[config.mk]
export PLATFORM = sky130hd
export DESIGN_NAME = sfst_combine
export DESIGN_NICKNAME = d
export VERILOG_FILES = /design/src/sfst_pkg.sv /design/src/sfst_combine.sv
export SDC_FILE = /design/constraint.sdc
export NUM_CORES = 1
export LEC_CHECK = 0
export CAP_MARGIN = 5
export CORE_MARGIN = 4
export CORE_UTILIZATION = 55
export DETAILED_ROUTE_END_ITERATION = 8
export DONT_BUFFER_PORTS = 1
export GPL_ROUTABILITY_DRIVEN = 0
export PLACE_DENSITY = 0.76
export SLEW_MARGIN = 10
export SYNTH_ARGS = -nofsm -noshare
export SYNTH_HDL_FRONTEND = slang
export SYNTH_SLANG_ARGS = --single-unit
[constraint.sdc]
create_clock -name clock -period 3.1 [get_ports clock]
set_input_delay 0.155 -clock clock [delete_from_list [all_inputs] [get_ports clock]]
set_output_delay 0.155 -clock clock [all_outputs]
set_load 0.01 [all_outputs]
[src/sfst_pkg.sv]
// Shared types, score constants, mode codes and saturating add for the span score table.
`timescale 1ns / 1ps

package sfst_pkg;

   // Signed Q16.16 score; the most negative code stands for minus infinity
   typedef logic signed [31:0] score_type;

   localparam score_type NegInf = score_type'(32'h8000_0000);
   localparam score_type PosMax = score_type'(32'h7FFF_FFFF);

   // Request mode codes
   typedef logic [1:0] mode_type;
   localparam mode_type MODE_CLEAR = 2'd0;
   localparam mode_type MODE_LOAD  = 2'd1;
   localparam mode_type MODE_RUN   = 2'd2;
   localparam mode_type MODE_READ  = 2'd3;

   // Response kinds
   localparam logic RESULT_READ = 1'b0;
   localparam logic RESULT_RUN  = 1'b1;

   // Word counts up to 511 inclusive
   typedef logic [8:0] count_type;

   // Sequencer states
   typedef enum logic [3:0] {
      ST_IDLE,
      ST_CLEAR,
      ST_LOAD_RD,
      ST_LOAD_WR,
      ST_READ_RD,
      ST_READ_OUT,
      ST_RUN_SPAN,
      ST_RUN_SCAN,
      ST_RUN_DRAIN,
      ST_RUN_WRITE,
      ST_RUN_DONE
   } state_type;

   // Tags issued with each memory read during a run
   typedef struct packed {
      logic take_base;
      logic take_pair;
   } cmb_ctl_type;

   // Add two scores; minus infinity absorbs, the rest saturates
   function automatic score_type sat_add(score_type a, score_type b);
      logic [32:0] sum;
      score_type   res;
      sum = {a[31], a} + {b[31], b};
      if (a == NegInf || b == NegInf) begin
         res = NegInf;
      end else if (sum[32] != sum[31]) begin
         res = sum[32] ? NegInf : PosMax;
      end else begin
         res = score_type'(sum[31:0]);
      end
      return res;
   endfunction

endpackage

[src/sfst_combine.sv]
// Run datapath: sums two sub-span scores and keeps the best for the current span.
`timescale 1ns / 1ps

module sfst_combine (
   input  logic                  clock,
   input  logic                  reset,
   input  sfst_pkg::cmb_ctl_type ctl,
   input  sfst_pkg::score_type   rd_a,
   input  sfst_pkg::score_type   rd_b,
   output sfst_pkg::score_type   best,
   output logic                  busy
);

   logic                base_d_ff;
   logic                pair_d_ff;
   logic                sum_vld_ff;
   sfst_pkg::score_type sum_ff;
   sfst_pkg::score_type sum_in;
   sfst_pkg::score_type best_ff;
   sfst_pkg::score_type best_in;

   // Follow read tags to the cycle in which the memory data arrives
   always_ff @(posedge clock) begin
      if (reset) begin
         base_d_ff  <= 1'b0;
         pair_d_ff  <= 1'b0;
         sum_vld_ff <= 1'b0;
      end else begin
         base_d_ff  <= ctl.take_base;
         pair_d_ff  <= ctl.take_pair;
         sum_vld_ff <= pair_d_ff;
      end
   end

   // Add the pair, then fold the sum into the running best; a base value replaces the best
   always_comb begin
      sum_in  = pair_d_ff ? sfst_pkg::sat_add(rd_a, rd_b) : sum_ff;
      best_in = best_ff;
      priority if (base_d_ff) begin
         best_in = rd_a;
      end else if (sum_vld_ff && (sum_ff > best_ff)) begin
         best_in = sum_ff;
      end
   end

   always_ff @(posedge clock) begin
      sum_ff  <= sum_in;
      best_ff <= best_in;
   end

   assign best = best_ff;
   assign busy = base_d_ff | pair_d_ff | sum_vld_ff;

endmodule

**Word-level counts from Yosys, hierarchy flattened**

Cells that the tools add are included.

- Register bits: 67
- Input port bits: 68
- Output and inout port bits: 33
- Word-level logic and storage cells: 19

- Add/subtract/negate cells: 1
- Magnitude comparators: 1
- Equality and inequality tests: 3
- Multiplexer cells: 4
- Bitwise logic cells: 2
- Reduce and logical (&&, ||, !) cells: 3

Operators by type and width:

| cell | number |
|---|---|
| 32-bit two-way mux | 4 |
| 32-bit == test (second input constant) | 2 |
| 32-bit by 32-bit adder with 33-bit output | 1 |
| 32-bit > comparator | 1 |
| 1-bit bitwise OR | 2 |
| 2-bit nonzero test | 1 |
| 1-bit logical AND | 1 |
| 1-bit logical OR | 1 |
| 1-bit != test | 1 |

**Logic depth before layout (Yosys ltp)**

Gate-level depths: netlist of run 1.

- Word-level depth: 4
- Gate-level depth with buffers: 14
- Mapped depth without buffers: 12

**Worst setup path after synthesis of run 1**

No wires, ideal clock.

- Kind: flip-flop to flip-flop
- Start: register best_ff[1] (netlist: best[1])
- End: register best_ff[0] (netlist: best[0]) (enable)
- Library setup time: 0.390 ns
- Arrival: 2.626 ns
- Required time: 2.710 ns
- Slack: 0.084 ns
- Stages on the path, launching flop included: 12
- Buffers on the path: 0
- Period minus slack after synthesis: 3.016 ns
- Cells stage by stage: edfxtp_1 > inv_1 > ha_1 > nor2b_1 > o21ai_0 > nand2b_1 > a21oi_1 > nor2_1 > o31a_1 > o21ai_0 > a21o_1 > a41o_1

- Word-level cells in the longest chain between the ends: 3

Ends and longest elaborated chain:

| what | line | RTL |
|---|---|---|
| from (decl) | sfst_combine.sv:19 | `sfst_pkg::score_type best_ff;` |
| from (signal assigned) | sfst_combine.sv:48 | `best_ff <= best_in;` |
| 32-bit > comparator | sfst_combine.sv:41 | `end else if (sum_vld_ff && (sum_ff > best_ff)) begin` |
| 1-bit logical AND | sfst_combine.sv:41 |  |
| 2-bit nonzero test (no source line) | - |  |

Every way passes these cells.
A chain may end at the register's enable or synchronous reset.

**Worst setup path in the final report of run 1**

- Start: input port rd_a[0]
- End: register sum_ff[23], data pin

- Word-level cells in the longest chain between the ends: 3
- Elaborated cells on any way between the ends: 6
- Those cells by class: add/sub: 1; eq/ne: 2; mux: 2; reduce/logical: 1

Ends and longest elaborated chain:

| what | line | RTL |
|---|---|---|
| from (decl) | sfst_combine.sv:8 | `input sfst_pkg::score_type rd_a,` |
| 32-bit by 32-bit adder with 33-bit output | sfst_pkg.sv:51 | `sum = {a[31], a} + {b[31], b};` |
| 32-bit two-way mux / 1-bit != test (equally long branches) | sfst_pkg.sv:55, sfst_pkg.sv:54 |  |
| 32-bit two-way mux | sfst_pkg.sv:54 | `end else if (sum[32] != sum[31]) begin` |
| to (signal assigned) | sfst_combine.sv:47 | `sum_ff <= sum_in;` |
| to (decl) | sfst_combine.sv:17 | `sfst_pkg::score_type sum_ff;` |

Several ways; a longest one is shown, not always the timed one.

==> metrics.txt, run 1 <==
status completed; Slew @ Worst Pin 697 ps; Initial Util 56.5%; synthesized netlist cell count 556; Worst Path Required 3330 ps; root buf cell clkbuf_8; hold path start rd_a[19]; first-pass GRT wire length 21.6 mm; fmax 347 MHz; critical register-to-register path endpoint best[4]$_DFFE_PP_; setup violators final 0; initial drt markers 321; top cells by area, synth edfxtp_1 (35%), ha_1 (14%), a21o_1 (7.7%); cell depth of the worst flop-to-flop path 12; Ant. Diodes 0; unique cell type count in the Yosys netlist 59; Die X 108 µm; ys async rst share 0%; CP delay by family, top compound AO/OA/AOI/OAI gates; syn avg cell area 9.98 µm²; TritonRoute pass-1 iters 5; synth warn 0; critical path class in -> reg; nets 699; final core utilization 60.6%; top_reg_cell synth edfxtp_1; CTS Hold Buffers Added 4; Std-Cell Rows 36; final slew viol count 0; Placed Cells 683; R2R Path Start best[1]$_DFFE_PP_; IR drop worst, VDD 0.000209 V; storage element area 0.00198 mm²; pin count of the biggest net entering global routing 36; vias in the first global route 4337; Max-cap violations 0; Leakage Power 2.61 nW; R2R setup slack 260 ps; sequential share of the synthesized area 35.7%; gr usage total 23.8%; Final ANT Viol Nets 0; wire per inst 19.6 µm; Area growth syn-to-layout 7.23%; CTS buffer count 9; cell taking the most area after synthesis edfxtp_1; Placeable Area 0.00982 mm²; Total Die Area 0.0118 mm²; share of cells above drive strength 1 13.8%; hold endpoint best[19]$_DFFE_PP_; final WL 13.8 mm; Worst setup SP type primary input; Crit path buffers/inverters 1; Mapped Area 0.00555 mm²; count of final hold-check violations 0; Clk pin slew, worst setup/hold paths 80 ps; Post-CTS Setup Bufs 0; Gates resized, CTS repair 0; htree depth 3; synthesis-stage register bit count 67; area of the multi-input gates 0.00326 mm²; Via-to-Cell Ratio 6.19; final worst path period share 92.9%; IO buf count 0; RSZ-0062 raised after global routing no; pwr/cell area 463 mW/mm²; worst hold stages 1; Worst Hold Class in -> reg; slew margin rel. 53.6%; Tmin final 2880 ps; Syn Nets 689; Post-Layout Cell Count 704; Die Y 108 µm; Bufs on Longest Clock Path 2; I/O pin cnt 101; # clock sinks 67; via count 4357; Post-synth EDFFs 64; CP Capture Type register; max incr delay on CP 630 ps; Post-DP HPWL 10.9 mm; chain of cells forming the critical path ha_1 > inv_1 > fa_1 > nand2b_1 > a21o_1 > a21o_1 > o211ai_2 > a21oi_2 > o31ai_4 > and2_1 > a31o_2 > a31o_2; Final Skew 10.7 ps; slowest CP cell a31o_2; drt drc 0; Clk Latency, worst-skew pair 360 ps; final hold slack 11.3 ps; worst-path fanout max 29; total grt overflow 0; Fillers 847; critical path arrival 3110 ps; antenna violations before repair 0; TritonCTS clock tree done; Yosys top cell area share 34.6%
==> stage by stage <==
step	setup slack, ps	power (mW)	cell area (µm²)	setup TNS (ps)
global placement	35.0	2.01	5710	0
global route	57.9	2.91	5950	0
finish	221	2.76	5950	0
floorplan	83.6	1.86	5550	0
detailed placement	-111	2.04	5710	-1830
CTS	194	2.76	5940	0
==> cells by family after synthesis <==
group	share of synthesized area, %
mux	6.47
fa+ha+maj	14.8
xor+xnor	4.10
compound gates	20.9
buf+inv	5.57
flops	35.7
simple gates	12.5
==> report_power, final <==
group	switching [mW]	leakage (nW)	total, mW	internal [mW]
clock	0.334	0.0974	0.726	0.392
combinational	0.455	1.88	0.848	0.393
sequential	0.0628	0.631	1.18	1.12
==> placed cells by master (no fill, tap or decap), drive strengths merged, types with 2 or more instances in the layout <==
cell type	synthesis	routed
and3	3	3
dlygate4sd3	0	5
mux2	31	31
nand2	28	28
a211o	3	3
inv	44	44
xnor2	19	19
nor2	23	23
clkbuf	6	13
nor4	15	15
a211oi	3	3
or3	4	4
a31oi	10	10
nor3	8	8
a31o	4	4
nor4b	2	2
ha	64	64
dfxtp	3	3
o31a	3	3
o211ai	4	4
o21ai	24	24
nand3	8	8
xor2	7	7
o21bai	2	2
a21oi	45	45
nor2b	10	10
nand4	15	15
buf	17	17
o31ai	3	3
a21o	57	57
o21a	4	4
edfxtp	64	64
or2	3	3
clkinv	0	2
nand2b	8	8
==> how the worst max path moves through the flow <==
stage / cells after the start / start / to
2_1_floorplan: 11 / best[1]$_DFFE_PP_ / best[0]$_DFFE_PP_
3_3_place_gp: 12 / rd_a[0] / sum_ff[23]$_SDFFCE_PP0P_
3_5_place_dp: 12 / rd_a[0] / sum_ff[23]$_SDFFCE_PP0P_
4_1_cts: 12 / best[1]$_DFFE_PP_ / best[6]$_DFFE_PP_
5_1_grt: 12 / best[1]$_DFFE_PP_ / best[6]$_DFFE_PP_
6_report: 12 / rd_a[0] / sum_ff[23]$_SDFFCE_PP0P_
==> sequential cells by signal (all words and copies together), names as in the netlist <==
register	cells
sum_ff	32
sum_vld_ff	1
base_d_ff	1
best	32
pair_d_ff	1
==> metal layers <==
metal	wire (µm)	part of all wire, %	GRT usage (%)
met2	6430	47	37.9
met5	0	0	0
met1	5990	43	30.9
met3	1020	7.4	6.81
met4	350	2.5	8.39
==> Yosys cell counts (8+ instances only) <==
library cell  instances
edfxtp_1             64
ha_1                 64
a21o_1               57
a21oi_1              44
inv_1                44
mux2_2               31
nand2_1              27
nor2_1               23
o21ai_0              20
xnor2_1              19
nand4_1              15
nor4_1               15
nor2b_1              10
a31oi_1               8
nand2b_1              8
==> layout make-up <==
type / count / share of cell area [%]
Timing Repair Buffer: 22 / 3.19
Inverter: 44 / 2.77
Sequential cell: 67 / 33.3
Clock inverter: 3 / 0.673
Multi-Input combinational cell: 422 / 54.8
Clock buffer: 13 / 2.50
Tap cell: 133 / 2.80
Note: power is estimated with default switching activity, not from simulation.
==> run 2: changes to the inputs <==
ABC_AREA = 1   (was not set)
==> run 2 against run 1 <==
Sequential share of layout area decreased by 4.5 points. Wire length is 22% higher. Final area grew 16%. Area after synthesis is 17% higher. Critical endpoint is now best[5]$_DFFE_PP_. Die area grew 16%. Total power up 15%. Largest cell class unchanged. Global-route usage up 1.8 points.
==> metrics.txt, run 2 <==
unique cell type count in the Yosys netlist 42; cell mode on critical path nand2_1; Post-synth EDFFs 64; I/O pin cnt 101; Post-Layout Cell Count 1035; Leakage Power 3.56 nW; sequential share of the synthesized area 30.5%; pin count of the biggest net entering global routing 63; Tot Pwr 3.17 mW; Mapped Area 0.00649 mm²; Syn Nets 1017; NetSw 1.07 mW; Post-DP HPWL 14.0 mm; status completed; chain of cells forming the critical path inv_1 > ha_1 > nand2_1 > inv_1 > nand3_1 > nor3_1 > nand2_1 > nand2_1 > nand2_1 > nand3_1 > nand3_1 > nand2_1 > buf_4; fmax 427 MHz; # clock sinks 67; syn avg cell area 7.35 µm²; CTS buffer count 9; setup TNS 0 ps; Placed Area 0.00658 mm²; pwr/cell area 460 mW/mm²; Die X 117 µm; synthesized netlist cell count 884; Tmin final 2340 ps; share of cells above drive strength 1 13.6%; via count 5718; Area growth syn-to-layout 6.16%; GRT met2 Usage 40.5%; Crit path buffers/inverters 3; Flop pwr share 37.9%; final instance area 0.00690 mm²; Via-to-Cell Ratio 5.52; Max-cap violations 0; met1 GRT Util 35.5%; total grt overflow 0; nets 1020; wire per inst 16.3 µm; final hold slack 20.3 ps; Clk pin slew, worst setup/hold paths 50 ps; critical path class reg -> reg; RSZ-0062 raised after global routing no; root buf cell clkbuf_16; synth warn 0; Yosys top cell area share 29.6%; met3 usage 4.92%; initial drt markers 521; R2R setup slack 760 ps; worst-path fanout max 21; final core utilization 60.1%; synthesis-stage register bit count 67; count of final hold-check violations 0; htree depth 3; setup violators final 0; Initial Util 56.6%; CP Capture Type register; final worst setup slack 760 ps; Post-synth top cells nand2_1 (242), inv_1 (146), edfxtp_1 (64), ha_1 (64), nor2_1 (64); most common cell in the synthesized netlist nand2_1; most frequent cells in the layout nand2_1 (242), inv_1 (146), nor2_1 (64), ha_1 (64), edfxtp_1 (64); Worst setup SP type register; switching share of power 33.8%; TritonCTS clock tree done; TritonRoute pass-1 iters 5; ys async rst share 0%; top_reg_cell synth edfxtp_1; Placed Cells 1016; Ant. Diodes 0; Worst Path Required 3100 ps; IR drop worst, VDD 0.000356 V; Worst Hold Class in -> reg; IO buf count 0; Final Skew 4.84 ps; P_int 2.10 mW; drt drc 0; Placeable Area 0.0115 mm²; Final ANT Viol Nets 0; first-pass GRT wire length 26.9 mm; worst slack, placed 689 ps; critical path arrival 2340 ps; final worst path period share 75.5%; Comb pwr share 31.7%; Die Y 117 µm; top cells by area, synth edfxtp_1 (30%), nand2_1 (14%), ha_1 (12%); cell taking the most area after synthesis edfxtp_1; CP delay by family, top simple AND/OR/NAND/NOR gates; Clk Latency, worst-skew pair 330 ps; Bufs on Longest Clock Path 2; gr usage total 25.5%; Gates resized, CTS repair 0; busiest layer in global routing met2; antenna violations before repair 0; Slew @ Worst Pin 1200 ps; Total Die Area 0.0136 mm²; most common cell after layout, fill and taps aside nand2_1; max incr delay on CP 420 ps; Clk pwr share 30.5%; slowest CP cell edfxtp_1; final WL 16.9 mm; vias in the first global route 5438; Std-Cell Rows 39; slew margin rel. 19.8%; final slew viol count 0
run 2: cell types whose count changed after synthesis, moves of 10 or more:
cell     before  now
inv_1        44  146
o21ai_0      20   41
nor2b_1      10    0
nand2_2       1   47
xnor2_1      19    3
nand2_1      27  242
mux2_2       31    0
nor2_1       23   64
a21o_1       57    1
nand3_2       0   30
nand3_1       7   28
run 2: area by class of cell:
type                    count  area (µm²)
inverters                 153         574
clock inverters             7        58.8
multi-input cells         649        3820
clock buffers               9         225
flip-flops and latches     67        1980
fillers                  1072        4570
well taps                 143         179
repair buffers              7        60.1
run 2: final timing paths:
| path | from | to | cells past startpoint |
|---|---|---|---|
| max | best[15]$_DFFE_PP_ | best[5]$_DFFE_PP_ | 13 |
| min | rd_a[28] | best[28]$_DFFE_PP_ | 2 |
| max reg2reg | best[15]$_DFFE_PP_ | best[5]$_DFFE_PP_ | 13 |
| min reg2reg | sum_ff[19]$_SDFFCE_PP0P_ | best[19]$_DFFE_PP_ | 2 |
run 2: metal layers:
layer	vias to the layer above	wire [µm]
met5	-	0
met1	2579	7270
met2	235	7640
met4	0	402
li1	2874	-
met3	30	1540
run 2: cells by family after synthesis:
group	Yosys count	synth area share, %
adders and majority gates	65	12.6
xor gates and xnor gates	17	2.29
and+or+nand+nor	461	34.6
DFF	67	30.5
buffers and inverters	168	10.9
AOI/OAI and AO/OA	106	9.05
run 2: power groups by stage:
stage | clock [mW] | combinational, mW | sequential (mW)
global route | 1.03 | 1.14 | 1.21
detailed placement | 0 | 0.986 | 1.22
global placement | 0 | 0.957 | 1.22
finish | 0.967 | 1.00 | 1.20
floorplan | 0 | 0.808 | 1.20
CTS | 0.984 | 0.998 | 1.20
run 2: timing repair:
action                    in CTS  in global routing
hold buffers                   3                  0
hold endpoints to repair       3                  0
setup buffers                  0                  0
