$ cat config.mk
export PLATFORM = sky130hd
export DESIGN_NAME = sfst_seq_flat
export DESIGN_NICKNAME = d
export VERILOG_FILES = /design/src/sfst_pkg.sv /design/src/sfst_req_if.sv /design/src/sfst_rsp_if.sv /design/src/sfst_seq.sv /design/src/flat_wrapper.sv
export SDC_FILE = /design/constraint.sdc
export NUM_CORES = 1
export LEC_CHECK = 0
export ABC_CLOCK_PERIOD_IN_PS = 3900
export BUFFER_PORTS_ARGS = -buffer_cell sky130_fd_sc_hd__clkbuf_2
export CAP_MARGIN = 20
export CORE_AREA = 2 2 119 121
export CTS_BUF_LIST = sky130_fd_sc_hd__clkbuf_4
export CTS_CLUSTER_DIAMETER = 30
export DETAILED_ROUTE_END_ITERATION = 7
export DIE_AREA = 0 0 121 123
export GPL_ROUTABILITY_DRIVEN = 0
export PLACE_DENSITY = 0.88
export RECOVER_POWER = 25
export SYNTH_ARGS = -nofsm -noshare
export SYNTH_HDL_FRONTEND = slang
export SYNTH_SLANG_ARGS = --single-unit
$ cat constraint.sdc
create_clock -name clock -period 3.9 [get_ports clock]
set_clock_uncertainty 0.05 [all_clocks]
set_input_delay 0.195 -clock clock [delete_from_list [all_inputs] [get_ports clock]]
set_output_delay 0.195 -clock clock [all_outputs]
set_load 0.01 [all_outputs]
$ cat src/sfst_pkg.sv
// Shared types, score constants, mode codes and saturating add for the span score table.
`timescale 1ns / 1ps

package sfst_pkg;

   // Signed Q16.16 score; the most negative code stands for minus infinity
   typedef logic signed [31:0] score_type;

   localparam score_type NegInf = score_type'(32'h8000_0000);
   localparam score_type PosMax = score_type'(32'h7FFF_FFFF);

   // Request mode codes
   typedef logic [1:0] mode_type;
   localparam mode_type MODE_CLEAR = 2'd0;
   localparam mode_type MODE_LOAD  = 2'd1;
   localparam mode_type MODE_RUN   = 2'd2;
   localparam mode_type MODE_READ  = 2'd3;

   // Response kinds
   localparam logic RESULT_READ = 1'b0;
   localparam logic RESULT_RUN  = 1'b1;

   // Word counts up to 511 inclusive
   typedef logic [8:0] count_type;

   // Sequencer states
   typedef enum logic [3:0] {
      ST_IDLE,
      ST_CLEAR,
      ST_LOAD_RD,
      ST_LOAD_WR,
      ST_READ_RD,
      ST_READ_OUT,
      ST_RUN_SPAN,
      ST_RUN_SCAN,
      ST_RUN_DRAIN,
      ST_RUN_WRITE,
      ST_RUN_DONE
   } state_type;

   // Tags issued with each memory read during a run
   typedef struct packed {
      logic take_base;
      logic take_pair;
   } cmb_ctl_type;

   // Add two scores; minus infinity absorbs, the rest saturates
   function automatic score_type sat_add(score_type a, score_type b);
      logic [32:0] sum;
      score_type   res;
      sum = {a[31], a} + {b[31], b};
      if (a == NegInf || b == NegInf) begin
         res = NegInf;
      end else if (sum[32] != sum[31]) begin
         res = sum[32] ? NegInf : PosMax;
      end else begin
         res = score_type'(sum[31:0]);
      end
      return res;
   endfunction

endpackage

$ cat src/sfst_req_if.sv
// Request channel: mode, span and option score with valid/ready.
`timescale 1ns / 1ps

interface sfst_req_if;
   logic                valid;
   logic                ready;
   logic [1:0]          mode;
   logic [5:0]          span_start;
   logic [5:0]          span_end;
   sfst_pkg::score_type option_score;

   modport source (output valid, mode, span_start, span_end, option_score, input ready);
   modport sink   (input valid, mode, span_start, span_end, option_score, output ready);
endinterface

$ cat src/sfst_rsp_if.sv
// Response channel: read answers and run completion with valid/ready.
`timescale 1ns / 1ps

interface sfst_rsp_if;
   logic                valid;
   logic                ready;
   logic                result_kind;
   sfst_pkg::score_type span_score;
   logic                unreached;

   modport source (output valid, result_kind, span_score, unreached, input ready);
   modport sink   (input valid, result_kind, span_score, unreached, output ready);
endinterface

$ cat src/sfst_seq.sv
// Sequencer: dispatches requests, walks spans for a run and drives the response register.
`timescale 1ns / 1ps

module sfst_seq #(
   parameter int MAX_WORDS = 64,
   parameter int PW = $clog2(MAX_WORDS),
   parameter int AW = 2 * PW
) (
   input  logic                  clock,
   input  logic                  reset,
   sfst_req_if.sink              req_ch,
   sfst_rsp_if.source            rsp_ch,
   input  sfst_pkg::count_type   n_words,
   output logic [AW-1:0]         mem_ra_a,
   output logic [AW-1:0]         mem_ra_b,
   output logic                  mem_we,
   output logic [AW-1:0]         mem_wa,
   output sfst_pkg::score_type   mem_wd,
   input  sfst_pkg::score_type   mem_rd_a,
   output sfst_pkg::cmb_ctl_type cmb_ctl,
   input  sfst_pkg::score_type   cmb_best,
   input  logic                  cmb_busy
);

   localparam sfst_pkg::count_type MaxWordsC = sfst_pkg::count_type'(MAX_WORDS);

   sfst_pkg::state_type state_ff, state_in;
   logic [PW-1:0]       pos_s_ff, pos_s_in;
   logic [PW-1:0]       pos_e_ff, pos_e_in;
   logic                span_ok_ff, span_ok_in;
   sfst_pkg::score_type opt_ff, opt_in;
   logic [PW-1:0]       len_ff, len_in;
   logic [PW-1:0]       run_s_ff, run_s_in;
   logic [PW-1:0]       run_k_ff, run_k_in;
   logic [AW-1:0]       clr_ff, clr_in;
   logic                rsp_valid_ff, rsp_valid_in;
   logic                rsp_kind_ff, rsp_kind_in;
   sfst_pkg::score_type rsp_score_ff, rsp_score_in;
   logic                rsp_unreached_ff, rsp_unreached_in;

   logic                accept;
   logic                slot_free;
   logic                rsp_load;
   logic                req_ok;
   logic [PW-1:0]       run_e;
   logic [PW-1:0]       run_k1;
   sfst_pkg::score_type rd_score;

   assign req_ch.ready = (state_ff == sfst_pkg::ST_IDLE);
   assign accept       = req_ch.valid && req_ch.ready;
   assign slot_free    = !rsp_valid_ff || rsp_ch.ready;
   assign run_e        = run_s_ff + len_ff;
   assign run_k1       = run_k_ff + PW'(1);
   assign rd_score     = span_ok_ff ? mem_rd_a : sfst_pkg::NegInf;

   // Check the span against the table size and its end against its start
   assign req_ok = (sfst_pkg::count_type'(req_ch.span_start) < MaxWordsC) &&
                   (sfst_pkg::count_type'(req_ch.span_end) < MaxWordsC) &&
                   (req_ch.span_end >= req_ch.span_start);

   // Next state, memory accesses and counters
   always_comb begin
      state_in         = state_ff;
      pos_s_in         = pos_s_ff;
      pos_e_in         = pos_e_ff;
      span_ok_in       = span_ok_ff;
      opt_in           = opt_ff;
      len_in           = len_ff;
      run_s_in         = run_s_ff;
      run_k_in         = run_k_ff;
      clr_in           = clr_ff;
      rsp_load         = 1'b0;
      rsp_kind_in      = rsp_kind_ff;
      rsp_score_in     = rsp_score_ff;
      rsp_unreached_in = rsp_unreached_ff;
      mem_ra_a         = {pos_s_ff, pos_e_ff};
      mem_ra_b         = {run_k1, run_e};
      mem_we           = 1'b0;
      mem_wa           = {pos_s_ff, pos_e_ff};
      mem_wd           = opt_ff;
      cmb_ctl          = '0;

      unique case (state_ff)
         sfst_pkg::ST_IDLE: begin
            if (accept) begin
               pos_s_in   = PW'(req_ch.span_start);
               pos_e_in   = PW'(req_ch.span_end);
               span_ok_in = req_ok;
               opt_in     = req_ch.option_score;
               unique case (req_ch.mode)
                  sfst_pkg::MODE_CLEAR: begin
                     clr_in   = '0;
                     state_in = sfst_pkg::ST_CLEAR;
                  end
                  sfst_pkg::MODE_LOAD: begin
                     state_in = sfst_pkg::ST_LOAD_RD;
                  end
                  sfst_pkg::MODE_RUN: begin
                     len_in   = PW'(1);
                     run_s_in = '0;
                     if (n_words <= sfst_pkg::count_type'(1)) begin
                        state_in = sfst_pkg::ST_RUN_DONE;
                     end else begin
                        state_in = sfst_pkg::ST_RUN_SPAN;
                     end
                  end
                  sfst_pkg::MODE_READ: begin
                     state_in = sfst_pkg::ST_READ_RD;
                  end
               endcase
            end
         end

         // Sweep every cell to minus infinity
         sfst_pkg::ST_CLEAR: begin
            mem_we = 1'b1;
            mem_wa = clr_ff;
            mem_wd = sfst_pkg::NegInf;
            clr_in = clr_ff + AW'(1);
            if (&clr_ff) begin
               state_in = sfst_pkg::ST_IDLE;
            end
         end

         sfst_pkg::ST_LOAD_RD: begin
            state_in = sfst_pkg::ST_LOAD_WR;
         end

         // Keep the larger of cell and offered score for an in-range span
         sfst_pkg::ST_LOAD_WR: begin
            if (span_ok_ff && (opt_ff > mem_rd_a)) begin
               mem_we = 1'b1;
            end
            state_in = sfst_pkg::ST_IDLE;
         end

         sfst_pkg::ST_READ_RD: begin
            state_in = sfst_pkg::ST_READ_OUT;
         end

         // Hold the read address until the response slot frees
         sfst_pkg::ST_READ_OUT: begin
            if (slot_free) begin
               rsp_load         = 1'b1;
               rsp_kind_in      = sfst_pkg::RESULT_READ;
               rsp_score_in     = rd_score;
               rsp_unreached_in = (rd_score == sfst_pkg::NegInf);
               state_in         = sfst_pkg::ST_IDLE;
            end
         end

         // Fetch the span's own value as the starting best
         sfst_pkg::ST_RUN_SPAN: begin
            mem_ra_a          = {run_s_ff, run_e};
            cmb_ctl.take_base = 1'b1;
            run_k_in          = run_s_ff;
            state_in          = sfst_pkg::ST_RUN_SCAN;
         end

         // Fetch one split point per cycle
         sfst_pkg::ST_RUN_SCAN: begin
            mem_ra_a          = {run_s_ff, run_k_ff};
            mem_ra_b          = {run_k1, run_e};
            cmb_ctl.take_pair = 1'b1;
            if (run_k1 == run_e) begin
               state_in = sfst_pkg::ST_RUN_DRAIN;
            end else begin
               run_k_in = run_k1;
            end
         end

         sfst_pkg::ST_RUN_DRAIN: begin
            if (!cmb_busy) begin
               state_in = sfst_pkg::ST_RUN_WRITE;
            end
         end

         // Store the best, then advance start or length, or finish
         sfst_pkg::ST_RUN_WRITE: begin
            mem_we = 1'b1;
            mem_wa = {run_s_ff, run_e};
            mem_wd = cmb_best;
            if ((sfst_pkg::count_type'(run_e) + sfst_pkg::count_type'(1)) < n_words) begin
               run_s_in = run_s_ff + PW'(1);
               state_in = sfst_pkg::ST_RUN_SPAN;
            end else if ((sfst_pkg::count_type'(len_ff) + sfst_pkg::count_type'(1)) < n_words)
            begin
               len_in   = len_ff + PW'(1);
               run_s_in = '0;
               state_in = sfst_pkg::ST_RUN_SPAN;
            end else begin
               state_in = sfst_pkg::ST_RUN_DONE;
            end
         end

         sfst_pkg::ST_RUN_DONE: begin
            if (slot_free) begin
               rsp_load         = 1'b1;
               rsp_kind_in      = sfst_pkg::RESULT_RUN;
               rsp_score_in     = '0;
               rsp_unreached_in = 1'b0;
               state_in         = sfst_pkg::ST_IDLE;
            end
         end
      endcase
   end

   // Response slot: fill on load, drop on transfer
   always_comb begin
      priority if (rsp_load) begin
         rsp_valid_in = 1'b1;
      end else if (rsp_ch.ready) begin
         rsp_valid_in = 1'b0;
      end else begin
         rsp_valid_in = rsp_valid_ff;
      end
   end

   always_ff @(posedge clock) begin
      if (reset) begin
         state_ff     <= sfst_pkg::ST_IDLE;
         rsp_valid_ff <= 1'b0;
      end else begin
         state_ff     <= state_in;
         rsp_valid_ff <= rsp_valid_in;
      end
   end

   always_ff @(posedge clock) begin
      pos_s_ff         <= pos_s_in;
      pos_e_ff         <= pos_e_in;
      span_ok_ff       <= span_ok_in;
      opt_ff           <= opt_in;
      len_ff           <= len_in;
      run_s_ff         <= run_s_in;
      run_k_ff         <= run_k_in;
      clr_ff           <= clr_in;
      rsp_kind_ff      <= rsp_kind_in;
      rsp_score_ff     <= rsp_score_in;
      rsp_unreached_ff <= rsp_unreached_in;
   end

   assign rsp_ch.valid       = rsp_valid_ff;
   assign rsp_ch.result_kind = rsp_kind_ff;
   assign rsp_ch.span_score  = rsp_score_ff;
   assign rsp_ch.unreached   = rsp_unreached_ff;

`ifndef ASSERT_OFF
   // The best must be settled before it is written back
   a_write_settled: assert property (@(posedge clock) disable iff (reset)
      (state_ff == sfst_pkg::ST_RUN_WRITE) |-> !cmb_busy)
      else $error("span written while combine pipeline busy");

   // Split points stay inside the span
   a_split_inside: assert property (@(posedge clock) disable iff (reset)
      (state_ff == sfst_pkg::ST_RUN_SCAN) |-> (run_k_ff < run_e))
      else $error("split point outside span");

   // A run span never reaches past the sentence
   a_span_in_sentence: assert property (@(posedge clock) disable iff (reset)
      (state_ff == sfst_pkg::ST_RUN_SPAN) |-> (sfst_pkg::count_type'(run_e) < n_words))
      else $error("run span beyond sentence length");

   // Every accepted request leaves idle in the following cycle
   a_accept_busy: assert property (@(posedge clock) disable iff (reset)
      accept |=> (state_ff != sfst_pkg::ST_IDLE))
      else $error("request accepted without leaving idle");
`endif

endmodule

$ cat src/flat_wrapper.sv
// flat-port wrapper written by rule: the top's interface ports become plain ports
module sfst_seq_flat 
#(
   parameter int MAX_WORDS = 64,
   parameter int PW = $clog2(MAX_WORDS),
   parameter int AW = 2 * PW
)
  (clock, reset, n_words, mem_ra_a, mem_ra_b, mem_we, mem_wa, mem_wd, mem_rd_a, cmb_ctl, cmb_best, cmb_busy, req_ch_valid, req_ch_mode, req_ch_span_start, req_ch_span_end, req_ch_option_score, req_ch_ready, rsp_ch_valid, rsp_ch_result_kind, rsp_ch_span_score, rsp_ch_unreached, rsp_ch_ready);
  sfst_req_if req_ch_i ();
  sfst_rsp_if rsp_ch_i ();
  input  logic clock;
  input  logic reset;
  input  sfst_pkg::count_type n_words;
  output logic [AW-1:0] mem_ra_a;
  output logic [AW-1:0] mem_ra_b;
  output logic mem_we;
  output logic [AW-1:0] mem_wa;
  output sfst_pkg::score_type mem_wd;
  input  sfst_pkg::score_type mem_rd_a;
  output sfst_pkg::cmb_ctl_type cmb_ctl;
  input  sfst_pkg::score_type cmb_best;
  input  logic cmb_busy;
  input wire logic [$bits(req_ch_i.valid)-1:0] req_ch_valid;
  input wire logic [$bits(req_ch_i.mode)-1:0] req_ch_mode;
  input wire logic [$bits(req_ch_i.span_start)-1:0] req_ch_span_start;
  input wire logic [$bits(req_ch_i.span_end)-1:0] req_ch_span_end;
  input wire logic [$bits(req_ch_i.option_score)-1:0] req_ch_option_score;
  output wire logic [$bits(req_ch_i.ready)-1:0] req_ch_ready;
  output wire logic [$bits(rsp_ch_i.valid)-1:0] rsp_ch_valid;
  output wire logic [$bits(rsp_ch_i.result_kind)-1:0] rsp_ch_result_kind;
  output wire logic [$bits(rsp_ch_i.span_score)-1:0] rsp_ch_span_score;
  output wire logic [$bits(rsp_ch_i.unreached)-1:0] rsp_ch_unreached;
  input wire logic [$bits(rsp_ch_i.ready)-1:0] rsp_ch_ready;
  assign req_ch_i.valid = req_ch_valid;
  assign req_ch_i.mode = req_ch_mode;
  assign req_ch_i.span_start = req_ch_span_start;
  assign req_ch_i.span_end = req_ch_span_end;
  assign req_ch_i.option_score = req_ch_option_score;
  assign req_ch_ready = req_ch_i.ready;
  assign rsp_ch_valid = rsp_ch_i.valid;
  assign rsp_ch_result_kind = rsp_ch_i.result_kind;
  assign rsp_ch_span_score = rsp_ch_i.span_score;
  assign rsp_ch_unreached = rsp_ch_i.unreached;
  assign rsp_ch_i.ready = rsp_ch_ready;
  sfst_seq #(.MAX_WORDS(MAX_WORDS), .PW(PW), .AW(AW)) u_core (.clock(clock), .reset(reset), .req_ch(req_ch_i), .rsp_ch(rsp_ch_i), .n_words(n_words), .mem_ra_a(mem_ra_a), .mem_ra_b(mem_ra_b), .mem_we(mem_we), .mem_wa(mem_wa), .mem_wd(mem_wd), .mem_rd_a(mem_rd_a), .cmb_ctl(cmb_ctl), .cmb_best(cmb_best), .cmb_busy(cmb_busy));
endmodule
Yosys cells after proc, flatten, opt, wreduce, memory -nomap -nowiden
Index checks and enable logic that the tools add are counted.

Bitwise gates (word level): 0. Reduce and logical (&&, ||, !) cells: 21. Shift-type cells: 0. Eq/ne operators: 28. Multiply operators: 0. Mux-type cells: 45. Add/sub/neg operators: 7. $lt $le $gt $ge: 5. Divide/modulo/power cells: 0.

Operators by type and width (count): $pmux W32 S2 (2); $mux W32 (3); $pmux W12 S2 (3); $mux W6 (9); $pmux W4 S10 (1); $pmux W6 S2 (3); $eq A32 B32 Y1 const B (1); $gt A32 B32 Y1 (1); $mux W4 (8); $mux W12 (2); $add A6 B1 Y6 const B (3); $lt A9 B9 Y1 (2); $eq A4 B3 Y1 const B (4); $pmux W4 S4 (1); $add A6 B1 Y7 const B (2); $add A12 B1 Y12 const B (1); $eq A4 B4 Y1 const B (3); $ne A2 B1 Y1 const B (6); $ne A2 B2 Y1 const B (6); $reduce_and A12 Y1 (1); $mux W1 (10); $reduce_and A5 Y1 (2); $reduce_bool A2 Y1 (5); $le A9 B1 Y1 const B (1); 18 further kinds (26).

Bits in read-only memories: 0. Memories: 0. Bits in writable memories: 0. Logic and storage cells: 119. Output and inout port bits: 107. Flip-flop bits (word level): 114. Bits in latches: 0.

Logic depth before layout (Yosys ltp)
Gate-level depths: netlist (run 1).

Word-level depth: 5. Gate-level depth with buffers: 15. Gate-level depth less buffers: 15.

Worst setup path before layout (run 1)
No wires, ideal clock.

Kind: register -> register. Start: register u_core.run_s_ff[0]. End: register u_core.run_s_ff[0] (enable). Slack: 0.329 ns. Setup time: 0.363 ns. Period minus slack after synthesis: 3.571 ns. Data arrival time: 3.158 ns. Stages on the path, launching flop included: 15. Path through: edfxtp_1 -> ha_1 -> inv_1 -> fa_1 -> nand2b_1 -> a21oi_1 -> xnor2_1 -> inv_1 -> xnor2_1 -> ha_1 -> nand4_1 -> nand3_1 -> o21ai_0 -> nor3_1 -> a21oi_1.

Cells in the longest elaborated chain, start to end: 5.

Ends and longest elaborated chain: start: declaration (line sfst_seq.sv:33) `logic [PW-1:0] run_s_ff, run_s_in;`; start signal: assignment (line sfst_seq.sv:235) `run_s_ff <= run_s_in;`; $add A6 B6 Y6 (line sfst_seq.sv:52) `assign run_e = run_s_ff + len_ff;`; net mem_ra_b[4] (line flat_wrapper.sv:15) `output logic [AW-1:0] mem_ra_b;`; $add A6 B1 Y7 (line sfst_seq.sv:183) `if ((sfst_pkg::count_type'(run_e) + sfst_pkg::count_type'(1)) < n_words) begin`; $lt A9 B9 Y1 (line sfst_seq.sv:183); $ne A3 B1 Y1 (no source line); $reduce_and A4 Y1 (no source line).

The timed path passes the listed nets, and every way through them passes these cells. A chain may end at the register's enable or synchronous reset.

Worst setup path in the final report (run 1)
Start: register u_core.run_s_ff[3]. End: register u_core.run_s_ff[4] (enable).

Cells in the longest elaborated chain, start to end: 5.

Ends and longest elaborated chain (line): $add A6 B6 Y6 (sfst_seq.sv:52); $add A6 B1 Y7 (sfst_seq.sv:183); $lt A9 B9 Y1 (sfst_seq.sv:183); $ne A3 B1 Y1 (no source line); $reduce_and A4 Y1 (no source line).

No other way between the ends.

==> results_dict.tcl, run 1 <==
set metrics [dict create \
    hp-class "in2reg" \
    reg2reg_to "u_core.run_s_ff[4]$_SDFFCE_PP0P_" \
    crit_path_max_fanout 7 \
    period_minus_slack_ps 3760 \
    max_freq_ghz 0.266 \
    antenna_found_initial 2 \
    wl_per_cell_um 18.7 \
    dp_slack_ps -4.88 \
    row_count 43 \
    reg2reg_slack_ps 140 \
    netlist_area_sq_um 7040 \
    synth.avg_cell_area_sq_um 10.6 \
    place_area_sq_um 8430 \
    crit_path_end_kind "register" \
    cp.depth 15 \
    synth_nets 850 \
    io_pins 231 \
    rr_startpoint "u_core.run_s_ff[3]$_SDFFCE_PP0P_" \
    cp_slowest_cell "edfxtp_1" \
    dp_hpwl_um 15400 \
    ys_types 54 \
    endpoint "u_core.run_s_ff[4]$_SDFFCE_PP0P_" \
    async_reset_ff_share_pct 0 \
    ys.flop_type "edfxtp_1" \
    hold_viol_final 0 \
    vias 6595 \
    htreeDepth 4 \
    cts_made_buffers 17 \
    fin_ws_ps 137 \
    max_slew_margin_pct 25.4 \
    layout-drive-gt1-share_pct 24.7 \
    crit_chain "ha_1, o21ai_0, o21bai_2, a21oi_4, xnor2_1, inv_1, xnor2_1, ha_1, nand4_1, a21oi_1, o21ai_2, buf_4, nor3_1, a21oi_1, buf_4" \
    status "finished clean" \
    crit_family "compound AO/OA/AOI/OAI gates" \
    grt_pass1_wl_um 32700 \
    cap_violations 0 \
    grt_use_total_pct 29.2 \
    grt_max_degree 46 \
    synth_top_area_cell "edfxtp_1" \
    crit_path_start "u_core.run_s_ff[3]$_SDFFCE_PP0P_" \
    finalSetupViolations 0 \
    cp.arrival_ps 3990 \
    port_buffers 230 \
    rsz0062_at_grt "false" \
    finalSetupTns_ps 0 \
    clock_latency_ps 530 \
    report.final.slew_viol_count 0 \
    timing.final.crit_share_pct 96.5 \
    power_w 0.00491 \
    fillCellCount 969 \
    synth_cells 662 \
    startpoint_type "register" \
    synth_most_common_cell "edfxtp_1" \
    fp.dieW_um 121 \
    antenna_left 0 \
    die_y_um 123 \
    worstRegToRegCells 15 \
    criticalPathCategory "reg2reg" \
    initial_core_util_pct 51.8 \
    clock-sinks 114 \
    worstPathRequired_ps 4130 \
    cp_num_buf_inv 3 \
    cts_tree "yes" \
    synthTopCellsByArea "edfxtp_1, ha_1, a22o_1" \
    synth_seq_cells 114 \
    coreArea_sq_um 13600 \
    dieArea_sq_um 14900 \
    drtIter0Drc 628 \
    cpPeakStageDelay_ps 530 \
    max-vdd-ir-drop_uv 307 \
    stdcell_area_sq_um 9450 \
    instances_no_fill 1171 \
    cts_root_buffer "clkbuf_4" \
    max_slew.worst_pin.slew_ps 1120 \
    p_leak_nw 4.26 \
    path_clk_slew_ps 100 \
    cts_max_path_buffers 2 \
    drtPass1Iterations 5 \
    wl_um 21900 \
    dp_cells 1062 \
    synth_top_area_share_pct 46.5 \
    powerDensity_nw_per_um2 520 \
    viasPerCell 5.63 \
    yosys_warnings 0 \
    grt-ovfl-total 0 \
    synth_commonest_cells "edfxtp_1, inv_1, ha_1" \
    synth-edff-count 109 \
    ys_seq_area_share_pct 47.9 \
    drc_errors 0 \
    syn2layout_area_growth_pct 34.1 \
    grt_pass1_vias 6330 \
    fin_nets 1167 \
]
[per-stage QoR]
| stage | utilization [%] | hold slack (ps) |
|---|---|---|
| floorplan | - | 244 |
| detailed placement | 61.9 | 324 |
| finish | 69.4 | 79.5 |
| global placement | 61.9 | 322 |
| global route | 69.4 | 33.9 |
| CTS | 69.6 | 28.2 |
[power breakdown]
| group | switching, W | internal (W) | total, W |
|---|---|---|---|
| Combinational | 0.00122 | 0.000880 | 0.00210 |
| Sequential | 0.000243 | 0.00169 | 0.00193 |
| Clock | 0.000458 | 0.000426 | 0.000884 |
[cell type report]
type	count	area [sq um]	area share, %
multi-input cells	461	3370	35.7
inverters	65	244	2.58
diodes	1	2.50	0.0265
flip-flops and latches	114	3370	35.7
well taps	180	225	2.38
clock buffers	17	128	1.35
repair buffers	320	1960	20.7
clock inverters	13	145	1.54
[state kept, by name, indices dropped and copies added (netlist names)]
name                       cells
u_core.opt_ff                 32
u_core.rsp_ch.span_score      32
u_core.clr_ff                 12
u_core.len_ff                  6
u_core.pos_e_ff                6
u_core.pos_s_ff                6
u_core.run_k_ff                6
u_core.run_s_ff                6
u_core.state_ff                4
u_core.rsp_ch.result_kind      1
u_core.rsp_ch.unreached        1
u_core.rsp_ch.valid            1
u_core.span_ok_ff              1
[placed cells by master (no fill, tap or decap), types with 4 or more instances in the layout]
cell type and n:
nand2b_1 6, dlygate4sd3_1 77, a22o_1 31, clkbuf_2 184
buf_4 12, ha_1 63, edfxtp_1 109, clkbuf_1 47
nand3_1 22, a21o_1 15, xnor2_1 19, xor2_1 14
a31oi_1 4, mux2_2 6, o21ai_0 31, clkbuf_4 17
a21oi_1 24, and2_1 34, clkinv_2 4, and3_1 5
nand4_1 16, dfxtp_1 5, nor4_1 9, o21a_1 5
nor2_1 35, a22oi_1 11, nand2_1 50, inv_1 65
nor2b_1 11, nor3_1 8
[how the worst min path moves through the flow]
stage	startpoint	to	slack, ps	depth (start not counted)
after floorplan	req_ch_option_score[0]	u_core.opt_ff[0]$_DFFE_PP_	240	0
after CTS	mem_rd_a[31]	u_core.rsp_ch.span_score[31]$_SDFFCE_PP0P_	30	3
after detailed placement	req_ch_option_score[18]	u_core.opt_ff[18]$_DFFE_PP_	320	1
final	mem_rd_a[31]	u_core.rsp_ch.span_score[31]$_SDFFCE_PP0P_	80	3
after global routing	mem_rd_a[31]	u_core.rsp_ch.span_score[31]$_SDFFCE_PP0P_	30	3
after global placement	req_ch_option_score[25]	u_core.opt_ff[25]$_DFFE_PP_	320	1
[repair_timing]
item	in CTS	in global routing
endpoints found under the setup margin	4	12
buffers inserted	0	1
hold buffers	77	0
gates resized for setup	1	5
endpoints found under the hold margin	80	0
[kinds of logic after synthesis]
group / synth area share, %
compound gates: 14.6
flops: 47.9
mux: 1.39
simple gates: 14.9
buf+inv: 4.76
xor+xnor: 5.01
fa+ha+maj: 11.5
[metal layers]
layer | track usage [%] | wire, um
met1 | 37.7 | 8890
met2 | 47.4 | 10400
met3 | 7.38 | 2010
met4 | 11.3 | 608
met5 | 0 | 7
[worst min-delay path: stages]
cell and delay [ps]:
clkbuf_2 70, inv_1 80, a21oi_1 180
Power figures use the tool's default switching activity.
==> inputs of run 2 (changes only) <==
--- a/config.mk
+++ b/config.mk
@@ -8,13 +8,13 @@
 export ABC_CLOCK_PERIOD_IN_PS = 3900
 export BUFFER_PORTS_ARGS = -buffer_cell sky130_fd_sc_hd__clkbuf_2
 export CAP_MARGIN = 20
-export CORE_AREA = 2 2 119 121
+export CORE_AREA = 2 2 145 147
 export CTS_BUF_LIST = sky130_fd_sc_hd__clkbuf_4
 export CTS_CLUSTER_DIAMETER = 30
 export DETAILED_ROUTE_END_ITERATION = 7
-export DIE_AREA = 0 0 121 123
+export DIE_AREA = 0 0 147 149
 export GPL_ROUTABILITY_DRIVEN = 0
-export PLACE_DENSITY = 0.88
+export PLACE_DENSITY = 0.64
 export RECOVER_POWER = 25
 export SYNTH_ARGS = -nofsm -noshare
 export SYNTH_HDL_FRONTEND = slang
==> results_dict.tcl, run 2 (synthesis results as in run 1) <==
set metrics [dict create \
    clock-sinks 114 \
    drtIter0Drc 486 \
    cts_made_buffers 17 \
    viasPerCell 5.02 \
    fin_ws_ps 239 \
    crit_chain "ha_1, inv_1, fa_1, inv_1, ha_1, nand3_1, nor3_1, ha_1, a21oi_1, nand3_1, o21ai_0, buf_4, nor3_1, a21oi_1, buf_4" \
    criticalPathCategory "reg2reg" \
    grt_pass1_vias 6126 \
    worstRegToRegCells 15 \
    finalSetupViolations 0 \
    cp_num_buf_inv 4 \
    cap_violations 0 \
    grt_max_degree 35 \
    dieArea_sq_um 21900 \
    crit_family "adder cells" \
    syn2layout_area_growth_pct 35.9 \
    finalSetupTns_ps 0 \
    path_common_cell "ha_1" \
    die_y_um 149 \
    coreArea_sq_um 20600 \
    dp_slack_ps 115 \
    drc_errors 0 \
    row_count 53 \
    cp_slowest_cell "fa_1" \
    clock_latency_ps 530 \
    vias 6376 \
    io_pins 231 \
    hold_viol_final 0 \
    hp-class "in2reg" \
    initial_core_util_pct 34.3 \
    worstPathRequired_ps 4090 \
    holdWs_ps 76.8 \
    fp.dieW_um 147 \
    crit_path_max_fanout 6 \
    startpoint_type "register" \
    period_minus_slack_ps 3660 \
    fin_nets 1168 \
    p_leak_nw 4.26 \
    grt_use_total_pct 20.3 \
    grt-ovfl-total 0 \
    final_common_cell "clkbuf_2" \
    post_cts_buffers 0 \
    fillCellCount 2006 \
    cts_tree "yes" \
    layout_common_cells "clkbuf_2, edfxtp_1, dlygate4sd3_1" \
    grt_pass1_wl_um 33800 \
    drtPass1Iterations 5 \
    cpPeakStageDelay_ps 470 \
    cts_root_buffer "clkbuf_4" \
    htreeDepth 4 \
    cp.arrival_ps 3860 \
    status "finished clean" \
    max_freq_ghz 0.273 \
    cp.depth 15 \
    max_slew_margin_pct 36.6 \
    wl_um 22300 \
    hold_depth 3 \
    cts_max_path_buffers 2 \
    port_buffers 230 \
    powerDensity_nw_per_um2 511 \
    instances_no_fill 1270 \
    dp_cells 1159 \
    max_slew.worst_pin.slew_ps 949 \
    max-vdd-ir-drop_uv 240 \
    crit_path_end_kind "register" \
    wl_per_cell_um 17.6 \
    utilization_pct 46.6 \
    antenna_found_initial 2 \
    dp_hpwl_um 17100 \
    path_clk_slew_ps 130 \
    timing.final.crit_share_pct 93.9 \
    antenna_left 0 \
    rsz0062_at_grt "false" \
    report.final.slew_viol_count 0 \
    layout-drive-gt1-share_pct 25.1 \
]
==> run 2: cell count changes in the layout (fill, tap and decap cells not counted), moves of 2 or more <==
cell       change
clkbuf_1       +2
buf_4          +2
clkbuf_2       -3
inv_6          +7
clkinv_2       -2
clkinv_1       -3
bufinv_16      -2
==> run 2: per-layer routing <==
layer,share of wire (%),global-route usage (%),vias up
li1,-,-,3061
met1,45,27.8,3030
met2,47,32.4,250
met3,5.7,3.98,35
met4,2.4,6.68,0
met5,0,0,-
==> run 2: per-stage QoR <==
step | total power [W] | cell area, sq um
6_report | 0.00489 | 9570
4_1_cts | 0.00490 | 9600
5_1_grt | 0.00521 | 9570
3_3_place_gp | 0.00396 | 8570
3_5_place_dp | 0.00398 | 8570
2_1_floorplan | 0.00316 | 7040
==> run 2: area by class of cell <==
class,count,area [sq um],share of cell area (%)
Clock buffer,17,128,1.33
Clock inverter,15,145,1.52
Inverter,65,244,2.55
Tap cell,275,344,3.59
Antenna cell,2,5.00,0.0523
Multi-Input combinational cell,461,3370,35.2
Timing Repair Buffer,321,1960,20.5
Sequential cell,114,3370,35.2
==> run 2: timing repair <==
item	CTS	global route
hold buffers	76	0
gates resized for setup	0	3
endpoints found under the hold margin	80	0
setup endpoints to repair	0	12
==> run 2: worst reg2reg max path: stages (launching register included) <==
cell and delay [ps]:
edfxtp_1 420, ha_1 230, inv_1 70, fa_1 470, inv_1 140, ha_1 200, nand3_1 120, nor3_1 220
ha_1 300, a21oi_1 140, nand3_1 80, o21ai_0 300, buf_4 210, nor3_1 50, a21oi_1 170, buf_4 180
==> run 2: final timing paths <==
kind | slack, ps | from | end
worst max register to register | 240 | u_core.len_ff[0]$_SDFFCE_PN1P_ | u_core.run_s_ff[1]$_SDFFCE_PP0P_
worst max-delay path | 240 | u_core.len_ff[0]$_SDFFCE_PN1P_ | u_core.run_s_ff[1]$_SDFFCE_PP0P_
worst min-delay path | 80 | mem_rd_a[31] | u_core.rsp_ch.span_score[31]$_SDFFCE_PP0P_
worst min register to register | 630 | u_core.clr_ff[7]$_SDFFCE_PN0P_ | u_core.clr_ff[7]$_SDFFCE_PN0P_
==> run 2: where the power goes <==
part | total, W | internal, W | switching [W]
sequential | 0.00195 | 0.00169 | 0.000263
clock | 0.000855 | 0.000333 | 0.000522
combinational | 0.00208 | 0.000884 | 0.00120
total | 0.00489 | 0.00291 | 0.00198
==> inputs of run 3 (changes only) <==
--- a/config.mk
+++ b/config.mk
@@ -5,7 +5,7 @@
 export SDC_FILE = /design/constraint.sdc
 export NUM_CORES = 1
 export LEC_CHECK = 0
-export ABC_CLOCK_PERIOD_IN_PS = 3900
+export ABC_CLOCK_PERIOD_IN_PS = 4300
 export BUFFER_PORTS_ARGS = -buffer_cell sky130_fd_sc_hd__clkbuf_2
 export CAP_MARGIN = 20
 export CORE_AREA = 2 2 145 147
==> constraint.sdc (replaced) <==
create_clock -name clock -period 4.3 [get_ports clock]
set_clock_uncertainty 0.05 [all_clocks]
set_input_delay 0.215 -clock clock [delete_from_list [all_inputs] [get_ports clock]]
set_output_delay 0.215 -clock clock [all_outputs]
set_load 0.01 [all_outputs]
==> results_dict.tcl, run 3 (synthesis results as in run 1) <==
set metrics [dict create \
    status "finished clean" \
    syn2layout_area_growth_pct 36.2 \
    cp.arrival_ps 4060 \
    antenna_left 0 \
    grt-ovfl-total 0 \
    hold_viol_final 0 \
    port_buffers 230 \
    fin_nets 1163 \
    report.final.slew_viol_count 0 \
    crit_path_max_fanout 7 \
    drtIter0Drc 525 \
    antenna_found_initial 2 \
    finalSetupTns_ps 0 \
    layout_common_cells "clkbuf_2, edfxtp_1, dlygate4sd3_1" \
    finalSetupViolations 0 \
    grt_pass1_wl_um 33600 \
    timing.final.crit_share_pct 92.1 \
    worstPathRequired_ps 4400 \
    wl_per_cell_um 17.8 \
    wl_um 22500 \
    max_slew_margin_pct 36.1 \
    cap_violations 0 \
    grt_max_degree 47 \
    hp-class "in2reg" \
    die_y_um 149 \
    period_minus_slack_ps 3960 \
    max_freq_ghz 0.253 \
    startpoint_type "register" \
    cts_max_path_buffers 2 \
    crit_path_end_kind "register" \
    io_pins 231 \
    drc_errors 0 \
    cts_tree "yes" \
    layout-drive-gt1-share_pct 24.4 \
    htreeDepth 4 \
    viasPerCell 5.02 \
    fp.dieW_um 147 \
    grt_pass1_vias 6058 \
    drtPass1Iterations 5 \
    dp_hpwl_um 17200 \
    final_common_cell "clkbuf_2" \
    row_count 53 \
    max-vdd-ir-drop_uv 206 \
    cts_made_buffers 17 \
    powerDensity_nw_per_um2 482 \
    vias 6349 \
    cts_resized 0 \
    p_leak_nw 4.27 \
    max_slew.worst_pin.slew_ps 957 \
    clock_latency_ps 530 \
    coreArea_sq_um 20600 \
    rsz0062_at_grt "false" \
    initial_core_util_pct 34.3 \
    utilization_pct 46.7 \
    cts_root_buffer "clkbuf_4" \
    criticalPathCategory "reg2reg" \
    path_clk_slew_ps 120 \
    grt_use_total_pct 20.2 \
    clock-sinks 114 \
    dieArea_sq_um 21900 \
]
-- run 3: cell count changes in the layout (fill, tap and decap cells not counted), moves of 2 or more --
cell        previous run  this run
clkinvlp_4             2         0
buf_4                 14         8
clkbuf_1              49        51
inv_6                  7         5
bufinv_16              1         5
-- run 3: timing repair --
action,in CTS,in global routing
endpoints found under the hold margin,80,0
setup buffers,0,0
hold buffers,76,0
-- run 3: area by class of cell --
type	instances	area, sq um
Clock buffer	17	128
Inverter	65	244
Sequential cell	114	3370
Multi-Input combinational cell	461	3360
Antenna cell	2	5.00
Fill cell	2000	11000
Clock inverter	14	225
Timing Repair Buffer	316	1920
Tap cell	275	344
-- run 3: path summary, 6_finish.rpt --
kind	startpoint	end	slack (ps)	depth (start not counted)
setup / recovery	u_core.run_s_ff[0]$_SDFFCE_PP0P_	u_core.len_ff[5]$_SDFFCE_PN0P_	340	14
hold / removal	mem_rd_a[31]	u_core.rsp_ch.span_score[31]$_SDFFCE_PP0P_	90	3
setup reg to reg	u_core.run_s_ff[0]$_SDFFCE_PP0P_	u_core.len_ff[5]$_SDFFCE_PN0P_	340	14
hold reg to reg	u_core.clr_ff[8]$_SDFFCE_PN0P_	u_core.clr_ff[8]$_SDFFCE_PN0P_	630	2
-- run 3: critical path: stages (launching register included) --
cell      delay (ps)
edfxtp_1         500
ha_1             230
inv_1             60
fa_1             430
nand2b_1         170
a21oi_1          160
xnor2_1          280
inv_1            140
xnor2_1          160
ha_1             290
nand4_1           90
a21oi_1          120
o21ai_0          110
buf_4            170
o21ai_0          640
-- run 3: metal layers --
metal / vias up / part of all wire, % / track usage (%)
met5: - / 0 / 0
met1: 3036 / 45 / 27.2
met2: 229 / 48 / 33.0
met3: 33 / 5.3 / 4.01
met4: 0 / 1.9 / 6.44
li1: 3051 / - / -
-- run 3: power by group --
| part | internal, W | switching [W] |
|---|---|---|
| Sequential | 0.00153 | 0.000269 |
| Combinational | 0.000787 | 0.00106 |
| Clock | 0.000528 | 0.000453 |
| Total | 0.00285 | 0.00178 |
-- run 3: metrics by stage --
stage | hold slack (ps) | power, W | setup slack, ps | instances | instance area (sq um)
3_3_place_gp | 342 | 0.00359 | 562 | 1154 | 8540
2_1_floorplan | 264 | 0.00286 | 729 | 662 | 7040
5_1_grt | 54.5 | 0.00491 | 75.3 | 1264 | 9600
3_5_place_dp | 344 | 0.00361 | 422 | 1154 | 8540
6_report | 86.9 | 0.00463 | 341 | 1264 | 9600
4_1_cts | 46.8 | 0.00465 | 368 | 1261 | 9650
